[src/cte_pkg.sv]
`timescale 1ns / 1ps
// ----------------------------------------------------------------------------
// cte_pkg
// Types, codes and field limits shared by the calendar time set editor.
// ----------------------------------------------------------------------------
package cte_pkg;

   localparam logic [1:0] FUNC_TICK = 2'd0;
   localparam logic [1:0] FUNC_KEY  = 2'd1;
   localparam logic [1:0] FUNC_LOAD = 2'd2;

   localparam logic [2:0] KEY_NONE = 3'd0;
   localparam logic [2:0] KEY_MODE = 3'd1;
   localparam logic [2:0] KEY_NEXT = 3'd2;
   localparam logic [2:0] KEY_DOWN = 3'd3;
   localparam logic [2:0] KEY_UP   = 3'd4;

   localparam logic [2:0] FIELD_YEAR    = 3'd0;
   localparam logic [2:0] FIELD_MONTH   = 3'd1;
   localparam logic [2:0] FIELD_DAY     = 3'd2;
   localparam logic [2:0] FIELD_WEEKDAY = 3'd3;
   localparam logic [2:0] FIELD_HOUR    = 3'd4;
   localparam logic [2:0] FIELD_MINUTE  = 3'd5;
   localparam logic [2:0] FIELD_SECOND  = 3'd6;

   localparam logic [6:0] YEAR_MAX    = 7'd99;
   localparam logic [6:0] MONTH_MIN   = 7'd1;
   localparam logic [6:0] MONTH_MAX   = 7'd12;
   localparam logic [6:0] DAY_MIN     = 7'd1;
   localparam logic [6:0] WEEKDAY_MIN = 7'd1;
   localparam logic [6:0] WEEKDAY_MAX = 7'd7;
   localparam logic [6:0] HOUR_MAX    = 7'd23;
   localparam logic [6:0] MINSEC_MAX  = 7'd59;
   localparam logic [6:0] ZERO_MIN    = 7'd0;

   localparam logic [4:0] DAYS_LONG  = 5'd31;
   localparam logic [4:0] DAYS_SHORT = 5'd30;
   localparam logic [4:0] DAYS_LEAP  = 5'd29;
   localparam logic [4:0] DAYS_FEB   = 5'd28;

   localparam logic [9:0] FLASH_RESET = 10'd500;

   typedef struct packed {
      logic [6:0] year;
      logic [3:0] month;
      logic [4:0] day;
      logic [2:0] weekday;
      logic [4:0] hour;
      logic [5:0] minute;
      logic [5:0] second;
   } cal_type;

   typedef struct packed {
      logic [1:0] func;
      logic [2:0] key_code;
      cal_type    load;
   } item_type;

   typedef struct packed {
      logic       set_mode;
      logic [2:0] field_select;
      cal_type    cal;
      logic       blink_on;
      logic       sound_enabled;
      logic       beep;
   } result_type;

   function automatic logic [4:0] day_limit(input logic [3:0] month,
                                            input logic [6:0] year);
      logic [4:0] lim;
      case (month) inside
         4'd4, 4'd6, 4'd9, 4'd11: lim = DAYS_SHORT;
         4'd2:                    lim = (year[1:0] == 2'b00) ? DAYS_LEAP : DAYS_FEB;
         default:                 lim = DAYS_LONG;
      endcase
      return lim;
   endfunction

   function automatic logic [6:0] step_val(input logic [6:0] v, input logic [6:0] lo,
                                           input logic [6:0] hi, input logic up);
      logic [7:0] inc;
      logic [6:0] res;
      inc = {1'b0, v} + 8'd1;
      if (up) begin
         res = (inc > {1'b0, hi}) ? lo : inc[6:0];
      end else begin
         res = (v <= lo) ? hi : v - 7'd1;
      end
      return res;
   endfunction

endpackage

[src/cte_edit.sv]
`timescale 1ns / 1ps
// ----------------------------------------------------------------------------
// cte_edit
// Steps the selected calendar field up or down with wrapping and day fix-up.
// ----------------------------------------------------------------------------
module cte_edit
   import cte_pkg::*;
(
   input  cal_type    cal,
   input  logic [2:0] field_select,
   input  logic       up,
   output cal_type    cal_edit
);

   logic [6:0] month_step;
   logic [6:0] day_step;
   logic [6:0] weekday_step;
   logic [6:0] hour_step;
   logic [6:0] minute_step;
   logic [6:0] second_step;
   logic [4:0] lim_new;
   logic [4:0] lim_cur;

   assign month_step   = step_val({3'd0, cal.month}, MONTH_MIN, MONTH_MAX, up);
   assign lim_new      = day_limit(month_step[3:0], cal.year);
   assign lim_cur      = day_limit(cal.month, cal.year);
   assign day_step     = step_val({2'd0, cal.day}, DAY_MIN, {2'd0, lim_cur}, up);
   assign weekday_step = step_val({4'd0, cal.weekday}, WEEKDAY_MIN, WEEKDAY_MAX, up);
   assign hour_step    = step_val({2'd0, cal.hour}, ZERO_MIN, HOUR_MAX, up);
   assign minute_step  = step_val({1'b0, cal.minute}, ZERO_MIN, MINSEC_MAX, up);
   assign second_step  = step_val({1'b0, cal.second}, ZERO_MIN, MINSEC_MAX, up);

   always_comb begin
      cal_edit = cal;
      case (field_select)
         FIELD_YEAR: begin
            cal_edit.year = step_val(cal.year, ZERO_MIN, YEAR_MAX, up);
         end
         FIELD_MONTH: begin
            cal_edit.month = month_step[3:0];
            if (cal.day > lim_new) begin
               cal_edit.day = DAY_MIN[4:0];
            end
         end
         FIELD_DAY: begin
            cal_edit.day = day_step[4:0];
         end
         FIELD_WEEKDAY: begin
            cal_edit.weekday = weekday_step[2:0];
         end
         FIELD_HOUR: begin
            cal_edit.hour = hour_step[4:0];
         end
         FIELD_MINUTE: begin
            cal_edit.minute = minute_step[5:0];
         end
         FIELD_SECOND: begin
            cal_edit.second = second_step[5:0];
         end
         default: begin
            cal_edit = cal;
         end
      endcase
   end

endmodule

[src/cte_state.sv]
`timescale 1ns / 1ps
// ----------------------------------------------------------------------------
// cte_state
// Editor state registers and the next-state logic for one item.
// ----------------------------------------------------------------------------
module cte_state
   import cte_pkg::*;
(
   input  logic       clock,
   input  logic       reset,
   input  logic       fire,
   input  item_type   item,
   input  logic       cfg_write,
   input  logic [9:0] cfg_data,
   output result_type result
);

   logic       mode_ff, mode_in;
   logic [2:0] select_ff, select_in;
   cal_type    cal_ff, cal_in;
   logic       blink_ff, blink_in;
   logic [9:0] tick_ff, tick_in;
   logic       mute_ff, mute_in;
   logic [9:0] flash_ff;
   logic       beep;
   logic [10:0] tick_sum;
   cal_type    cal_edit;

   assign tick_sum = {1'b0, tick_ff} + 11'd1;

   cte_edit u_edit (
      .cal          (cal_ff),
      .field_select (select_ff),
      .up           (item.key_code == KEY_UP),
      .cal_edit     (cal_edit)
   );

   always_comb begin
      mode_in   = mode_ff;
      select_in = select_ff;
      cal_in    = cal_ff;
      blink_in  = blink_ff;
      tick_in   = tick_ff;
      mute_in   = mute_ff;
      beep      = 1'b0;
      case (item.func)
         FUNC_TICK: begin
            if (tick_sum >= {1'b0, flash_ff}) begin
               tick_in  = '0;
               blink_in = mode_ff ? ~blink_ff : 1'b0;
            end else begin
               tick_in = tick_sum[9:0];
            end
         end
         FUNC_KEY: begin
            if (item.key_code inside {[KEY_MODE:KEY_UP]}) begin
               if (item.key_code == KEY_MODE) begin
                  mode_in = ~mode_ff;
                  if (!mode_ff) begin
                     select_in = FIELD_YEAR;
                  end
               end
               if (mode_in) begin
                  if (item.key_code == KEY_NEXT) begin
                     select_in = (select_ff == FIELD_SECOND) ? FIELD_YEAR
                                                             : select_ff + 3'd1;
                  end
                  if (item.key_code == KEY_UP || item.key_code == KEY_DOWN) begin
                     cal_in = cal_edit;
                  end
               end
               if (item.key_code == KEY_DOWN) begin
                  mute_in = ~mute_ff;
               end
               beep = ~mute_in;
            end
         end
         FUNC_LOAD: begin
            if (!mode_ff) begin
               cal_in = item.load;
            end
         end
         default: begin
            beep = 1'b0;
         end
      endcase
   end

   always_comb begin
      result.set_mode      = mode_in;
      result.field_select  = select_in;
      result.cal           = cal_in;
      result.blink_on      = blink_in;
      result.sound_enabled = ~mute_in;
      result.beep          = beep;
   end

   always_ff @(posedge clock) begin
      if (reset) begin
         mode_ff   <= 1'b0;
         select_ff <= FIELD_YEAR;
         cal_ff    <= '0;
         blink_ff  <= 1'b0;
         tick_ff   <= '0;
         mute_ff   <= 1'b0;
      end else if (fire) begin
         mode_ff   <= mode_in;
         select_ff <= select_in;
         cal_ff    <= cal_in;
         blink_ff  <= blink_in;
         tick_ff   <= tick_in;
         mute_ff   <= mute_in;
      end
   end

   always_ff @(posedge clock) begin
      if (reset) begin
         flash_ff <= FLASH_RESET;
      end else if (cfg_write) begin
         flash_ff <= cfg_data;
      end
   end

`ifndef SYNTHESIS
   a_select_range: assert property (@(posedge clock) disable iff (reset)
      select_ff <= FIELD_SECOND)
      else $error("field select out of range");

   a_enter_year: assert property (@(posedge clock) disable iff (reset)
      (!$past(reset) && $rose(mode_ff)) |-> (select_ff == FIELD_YEAR))
      else $error("entering set mode did not select the year");

   a_show_select: assert property (@(posedge clock) disable iff (reset)
      (!$past(reset) && !mode_ff && !$past(mode_ff)) |-> $stable(select_ff))
      else $error("field select changed in show mode");
`endif

endmodule

[src/calendar_time_set_editor.sv]
`timescale 1ns / 1ps
// ----------------------------------------------------------------------------
// calendar_time_set_editor
// Key-driven calendar clock editor with an input register and a result
// register around the next-state logic.
// ----------------------------------------------------------------------------
// Usage:
// Items arrive on the req_ channel (valid/stall): a millisecond tick, a key
// event or a time snapshot, selected by req_func. Every item produces exactly
// one result on the rsp_ channel: the mode, selected field, calendar values,
// blink phase, sound enable and a beep flag for key events.
// An item is captured in the input register at acceptance; it updates the state
// and the result register once the result register can advance, from where its
// result is offered on the rsp_ channel. One item per cycle is sustained
// while rsp_stall is low; the single state update stage sets that rate.
// When rsp_stall holds a waiting result, the item in the input register waits
// and req_stall rises only if that register is occupied too.
// The csr_ port writes the blink period at any time it is valid; csr_ready is
// always high. Reset clears the state: show mode, year selected, all calendar
// values zero, sound enabled, blink period 500 ticks, both channels empty.
// ----------------------------------------------------------------------------
module calendar_time_set_editor
   import cte_pkg::*;
(
   input  logic       clock,
   input  logic       reset,
   input  logic       req_valid,
   output logic       req_stall,
   input  logic [1:0] req_func,
   input  logic [2:0] req_key_code,
   input  logic [6:0] req_load_year,
   input  logic [3:0] req_load_month,
   input  logic [4:0] req_load_day,
   input  logic [2:0] req_load_weekday,
   input  logic [4:0] req_load_hour,
   input  logic [5:0] req_load_minute,
   input  logic [5:0] req_load_second,
   output logic       rsp_valid,
   input  logic       rsp_stall,
   output logic       rsp_set_mode,
   output logic [2:0] rsp_field_select,
   output logic [6:0] rsp_year_out,
   output logic [3:0] rsp_month_out,
   output logic [4:0] rsp_day_out,
   output logic [2:0] rsp_weekday_out,
   output logic [4:0] rsp_hour_out,
   output logic [5:0] rsp_minute_out,
   output logic [5:0] rsp_second_out,
   output logic       rsp_blink_on,
   output logic       rsp_sound_enabled,
   output logic       rsp_beep,
   input  logic       csr_valid,
   output logic       csr_ready,
   input  logic [9:0] csr_flash_period
);

   logic       in_valid_ff, in_valid_in;
   item_type   in_item_ff;
   logic       rsp_valid_ff, rsp_valid_in;
   result_type rsp_ff;
   result_type result;
   logic       advance;
   logic       accept;
   logic       fire;

   assign advance   = ~rsp_valid_ff | ~rsp_stall;
   assign req_stall = in_valid_ff & ~advance;
   assign accept    = req_valid & ~req_stall;
   assign fire      = in_valid_ff & advance;
   assign csr_ready = 1'b1;

   cte_state u_state (
      .clock     (clock),
      .reset     (reset),
      .fire      (fire),
      .item      (in_item_ff),
      .cfg_write (csr_valid & csr_ready),
      .cfg_data  (csr_flash_period),
      .result    (result)
   );

   always_comb begin
      if (accept) begin
         in_valid_in = 1'b1;
      end else if (advance) begin
         in_valid_in = 1'b0;
      end else begin
         in_valid_in = in_valid_ff;
      end
      rsp_valid_in = advance ? in_valid_ff : rsp_valid_ff;
   end

   always_ff @(posedge clock) begin
      if (reset) begin
         in_valid_ff  <= 1'b0;
         rsp_valid_ff <= 1'b0;
      end else begin
         in_valid_ff  <= in_valid_in;
         rsp_valid_ff <= rsp_valid_in;
      end
   end

   always_ff @(posedge clock) begin
      if (accept) begin
         in_item_ff.func          <= req_func;
         in_item_ff.key_code      <= req_key_code;
         in_item_ff.load.year     <= req_load_year;
         in_item_ff.load.month    <= req_load_month;
         in_item_ff.load.day      <= req_load_day;
         in_item_ff.load.weekday  <= req_load_weekday;
         in_item_ff.load.hour     <= req_load_hour;
         in_item_ff.load.minute   <= req_load_minute;
         in_item_ff.load.second   <= req_load_second;
      end
      if (fire) begin
         rsp_ff <= result;
      end
   end

   assign rsp_valid         = rsp_valid_ff;
   assign rsp_set_mode      = rsp_ff.set_mode;
   assign rsp_field_select  = rsp_ff.field_select;
   assign rsp_year_out      = rsp_ff.cal.year;
   assign rsp_month_out     = rsp_ff.cal.month;
   assign rsp_day_out       = rsp_ff.cal.day;
   assign rsp_weekday_out   = rsp_ff.cal.weekday;
   assign rsp_hour_out      = rsp_ff.cal.hour;
   assign rsp_minute_out    = rsp_ff.cal.minute;
   assign rsp_second_out    = rsp_ff.cal.second;
   assign rsp_blink_on      = rsp_ff.blink_on;
   assign rsp_sound_enabled = rsp_ff.sound_enabled;
   assign rsp_beep          = rsp_ff.beep;

`ifndef SYNTHESIS
   a_beep_sound: assert property (@(posedge clock) disable iff (reset)
      (rsp_valid && rsp_beep) |-> rsp_sound_enabled)
      else $error("beep flagged while muted");
`endif

endmodule
[config.mk]
export PLATFORM = sky130hd
export DESIGN_NAME = calendar_time_set_editor
export DESIGN_NICKNAME = d
export VERILOG_FILES = /design/src/cte_pkg.sv /design/src/cte_edit.sv /design/src/cte_state.sv /design/src/calendar_time_set_editor.sv
export SDC_FILE = /design/constraint.sdc
export NUM_CORES = 1
export LEC_CHECK = 0
export ABC_CLOCK_PERIOD_IN_PS = 10300
export BUFFER_PORTS_ARGS = -buffer_cell sky130_fd_sc_hd__buf_2
export CORE_ASPECT_RATIO = 1.4
export CORE_MARGIN = 4
export CORE_UTILIZATION = 55
export DETAILED_ROUTE_END_ITERATION = 8
export PLACE_DENSITY = 0.74
export SYNTH_ARGS = -nofsm -noshare
export SYNTH_HDL_FRONTEND = slang
export SYNTH_HIERARCHICAL = 1
export SYNTH_SLANG_ARGS = --single-unit
[constraint.sdc]
create_clock -name clock -period 10.3 [get_ports clock]
set_input_delay 0 -clock clock [delete_from_list [all_inputs] [get_ports clock]]
set_output_delay 0 -clock clock [all_outputs]
set_load 0.05 [all_outputs]
## After elaboration in Yosys (flattened, before gate mapping)

Index checks and enable logic that the tools add are counted.
W data, S select, Z words.

- Register bits: 148
- Input port bits: 56
- Output and inout port bits: 46

- Add/sub/neg operators: 16
- $lt $le $gt $ge: 18
- Equality and inequality tests: 22
- Mux-type cells: 62
- Bitwise logic cells: 13
- Reduce and logical (&&, ||, !) cells: 10

Operators by type and width:

| cell | number |
|---|---|
| $mux W36 | 4 |
| $pmux W36 S2 | 1 |
| $mux W6 | 8 |
| $mux W5 | 9 |
| $mux W3 | 11 |
| $mux W7 | 4 |
| $eq A4 B3 Y1 const B | 4 |
| $eq A4 B4 Y1 const B | 4 |
| $mux W1 | 16 |
| $mux W4 | 4 |
| $add A6 B1 Y7 const B | 2 |
| $gt A7 B6 Y1 const B | 2 |
| $add A5 B1 Y6 const B | 2 |
| $eq A3 B2 Y1 const B | 4 |
| $eq A3 B3 Y1 const B | 4 |
| $le A6 B1 Y1 const B | 2 |
| $sub A6 B1 Y6 const B | 2 |
| $add A10 B1 Y11 const B | 1 |
| $ge A11 B10 Y1 | 1 |
| $le A5 B1 Y1 const B | 2 |
| $mux W10 | 1 |
| $pmux W5 S2 | 1 |
| $sub A5 B1 Y5 const B | 2 |
| $not A1 Y1 | 9 |
| 32 further kinds | 41 |

## Logic depth before layout (Yosys ltp)

- Depth in word-level cells: 14
- Gate-level depth with buffers: 17
- Mapped depth without buffers: 16

## Modules after synthesis

The synthesis kept the hierarchy.

Modules (own cells, without submodules):

| module | instances | cells each | area each (µm²) | seq. area each (µm²) |
|---|---|---|---|---|
| cte_state | 1 | 387 | 3,539.6 | 1,241.2 |
| cte_edit | 1 | 467 | 2,854.0 | 0.0 |
| calendar_time_set_editor | 1 | 96 | 2,620.0 | 2,562.5 |

## Worst setup path before layout

No wires, ideal clock.

- Path kind: flip-flop to flip-flop
- Start: register rsp_valid_ff (netlist: rsp_valid)
- End: register u_state/cal_ff[10] (netlist name)
- Library setup time: 0.060 ns
- Data arrival time: 4.999 ns
- Required time: 10.240 ns
- Path slack: 5.241 ns
- Stages on the path, launching flop included: 7
- Path buffers: 2
- Period minus slack after synthesis: 5.059 ns
- Path through: dfxtp_1 -> a21boi_0 -> clkbuf_1 -> nand2_1 -> nor2_1 -> clkbuf_1 -> a22o_1

- Word-level cells in the longest chain between the ends: 3

RTL lines:

| item | RTL line | text |
|---|---|---|
| start: declaration | calendar_time_set_editor.sv:59 | `logic rsp_valid_ff, rsp_valid_in;` |
| start signal: assignment | calendar_time_set_editor.sv:99 | `rsp_valid_ff <= rsp_valid_in;` |
| $not A1 Y1 | calendar_time_set_editor.sv:66 | `assign advance = ~rsp_valid_ff \| ~rsp_stall;` |
| $or A1 B1 Y1 | calendar_time_set_editor.sv:66 |  |
| $and A1 B1 Y1 | calendar_time_set_editor.sv:69 | `assign fire = in_valid_ff & advance;` |
| via fire | calendar_time_set_editor.sv:64 | `logic fire;` |
| end signal: assignment | cte_state.sv:109 | `cal_ff <= cal_in;` |
| end: declaration | cte_state.sv:20 | `cal_type cal_ff, cal_in;` |

The timed path passes the listed nets, and every way through them passes these cells.
A chain may end at the register's enable or synchronous reset.

==> key figures <==
Setup path
  • Crit path kind: reg2reg
  • Arrival time at the worst endpoint: 4160 ps
  • Worst EP required: 10480 ps
  • Critical Path End Type: flip-flop
  • Crit path cell chain: nor3b_4, buf_4, inv_1, o21a_1, nor4bb_1, ha_1, a2111oi_2, nor2_1, a32oi_1, o21ai_1, a22o_1, a22o_1
  • Worst path max stage delay: approximately 520 ps
  • Largest delay contributor family on the critical path: compound AO/OA/AOI/OAI gates
  • Worst path bufs/invs: 2
  • CP Launch Type: flip-flop
  • Maximum net fanout on the critical path: 47
  • CP max-delay cell: edfxtp_1
  • Critical Path Most Common Cell: a22o_1

Synth
  • Most used DFF post-synth: edfxtp_1
  • Post-synthesis instance area: between 9000 and 10000 um^2
  • Most frequent cells after synthesis: a22o_1 (113), nand2_1 (85), edfxtp_1 (84)
  • Syn nets: 1048
  • Avg Cell Area, Syn: 9.488 um^2
  • Cell taking the most area after synthesis: edfxtp_1
  • Yosys reg bits: between 100 and 150
  • Synth area leaders: edfxtp_1 (28%), dfxtp_1 (14%), a22o_1 (11%), ha_1 (5.8%), nand2_1 (3.5%)
  • Register area share after synthesis: 42.20%
  • Synth cell types: 76
  • Post-synth EDFFs: 84
  • Synthesized instance count: 950
  • Yosys warns: 6
  • Top-count cell post-synth: a22o_1
  • Share of the synthesized area in the top cell type: between 20% and 30%
  • Async S/R FF share, synth: 0%

Cells and area
  • Fin nets: 1171
  • Antenna cells: 0
  • Syn-to-layout area delta: 19.54%
  • Layout cells sized above 1: 14.93%

Clock network
  • Clk_lat worst skew: 430 ps
  • Clock slew at reported path FFs: approximately 60 ps
  • Longest Clk Path Bufs: 2
  • CTS tree: yes
  • Clock root buffer master: clkbuf_16
  • Htree depth: 4
  • Post-cts sizing count: 0
  • CTS buffer count: 17
  • Clk sinks: ~150

Drt
  • WL/cell: approximately 18 um
  • Residual DRC: 0
  • Routed WL: 23070 um
  • Antenna Nets Post-Route: 0
  • Post-DR vias/cell: 6.152
  • Drt first pass iters: 8
  • DR iter-0 viols: 789
  • Vias: 7899

Run
  • Max cap viols: 0

Die
  • Starting Density: a little under three fifths
  • Die Area: 18530 um^2
  • Die Wd: 116.2 um
  • # rows: 55
  • Core area: 16100 um^2
  • Die height: 159.5 um
  • Boundary pin count: between 100 and 150

Outcome
  • Status: finished, final reports clean

Placement
  • Final HPWL DP: 14020 um
  • Final Wtd Congestion: 0.9123
  • Number of port buffers: 100

Timing
  • Final period util: 38.60%
  • Slew margin rel.: 40.31%
  • Pins over their slew limit: 0
  • Fmax: 0.2515 GHz
  • Tmin final: 3976 ps
  • Least-Margin Pin Slew: 895.3 ps
  • Fin Clk Skew: 10.18 ps
  • Setup-failing EPs final: 0
  • RSZ-0062 raised after global routing: no
  • Fin Hold WS: between 15 and 20 ps
  • Final setup TNS: 0 ps
  • Hold Vio Cnt, Final: 0

Min path
  • Min-Delay Path Class: in2reg

Power and ir drop
  • Sequential Power Share: around 45%
  • Clock share of power: 43.2%
  • VDD IR max: about 0.11 mV
  • Leakage power: between 4 and 5 nW
  • Comb pwr share: 12.1%
  • P per Cell Area: approximately 140 nW/um^2
  • Switching pwr: ~0.37 mW
  • Sw Ratio: 25.03%
  • Int Power: 1.121 mW

Global routing
  • Vias in the first global route: 7587
  • Total grt overflow: 0
  • Largest net degree at the start of global routing: 52
  • Initial antenna violation count: 0
  • First-pass GRT wire length: 37890 um
  • Total track usage: 25.28%
layout by cell type (no fill, tap or decap), types with 6 or more instances in the layout:
cell type	netlist	final
a21oi_1	54	54
a22o_1	113	113
a31oi_1	16	16
a32oi_1	6	6
and2_1	6	6
buf_2	11	100
buf_4	6	7
clkbuf_16	0	17
dfxtp_1	64	64
dlygate4sd3_1	0	70
edfxtp_1	84	84
ha_1	42	41
inv_1	46	46
mux2i_1	11	11
nand2_1	85	85
nand2b_1	6	6
nand3_1	30	30
nand4_1	11	11
nor2_1	54	51
nor2b_1	12	11
nor3_1	32	32
o211ai_1	15	15
o21a_1	7	6
o21ai_0	36	36
o21ai_1	21	21
o221ai_1	6	6
o22ai_1	6	6
xnor2_1	10	10
xor2_1	13	13
final cells by class:
type / instances / area (um^2)
multi-input cells: 683 / 4684
fillers: 1299 / 5328
clock buffers: 18 / 429.2
flip-flops and latches: 148 / 3804
well taps: 199 / 249.0
repair buffers: 177 / 1254
inverters: 46 / 172.7
clock inverters: 13 / 182.7
registers in the layout, summed over array words and instances (netlist names), 6 cells and up:
signal	flops
u_state/tick_ff	10
rsp_year_out	7
u_state/flash_ff	10
in_item_ff	41
rsp_minute_out	6
rsp_second_out	6
u_state/cal_ff	36
repair_timing:
action                    in CTS  in global routing
setup buffers                  0                  0
hold buffers                  70                  0
hold endpoints to repair      56                  0
final timing paths:
check	from	cells after the start	slack (ps)	endpoint
worst min-delay path	csr_valid	2	20	u_state/flash_ff[6]$_SDFFE_PP1P_
worst min register to register	u_state/tick_ff[3]$_SDFFE_PP0P_	2	500	u_state/tick_ff[3]$_SDFFE_PP0P_
worst max register to register	in_item_ff[37]$_DFFE_PP_	12	6320	rsp_day_out[1]$_DFFE_PP_
worst max-delay path	in_item_ff[37]$_DFFE_PP_	12	6320	rsp_day_out[1]$_DFFE_PP_
per-stage QoR:
step	instance area, um^2	setup WS, ps	instances	util (%)	power, mW
final	10780	6324	1284	66.92	1.496
after global routing	10780	6079	1284	66.92	1.549
after CTS	10780	6370	1284	66.92	1.506
after detailed placement	9463	6387	1183	58.76	0.8377
after global placement	9463	6446	1183	58.76	0.8359
after floorplan	9014	5241	950	-	0.7957
cell families (layout without fill, tap and decap cells):
logic type | after synthesis | in the layout | share of synthesized area [%]
XOR/XNOR | 23 | 23 | 2.235
buffers and inverters | 119 | 254 | 6.163
flip-flops | 148 | 148 | 42.20
multiplexers | 18 | 18 | 2.096
adder cells (fa/ha/maj) | 42 | 42 | 5.830
AO/OA/AOI/OAI | 319 | 319 | 25.51
AND/OR/NAND/NOR | 280 | 280 | 15.92
other | 1 | 1 | 0.04160
routing by layer:
layer  track usage (%)  vias to the layer above  part of all wire (%)
li1                  -                     3825                     -
met4             7.546                        0                   2.0
met2             44.58                      277                    52
met1             30.85                     3758                    40
met3             4.829                       39                   5.4
met5                 0                        -                     0
power groups by stage:
stage                     combinational [mW]  clock, mW  sequential [mW]
final                                  0.181      0.647            0.668
after global routing                   0.196      0.682            0.671
after CTS                              0.179      0.659            0.668
after detailed placement               0.157          0            0.680
after global placement                 0.156          0            0.680
after floorplan                       0.0893          0            0.706
Power figures use the tool's default switching activity.
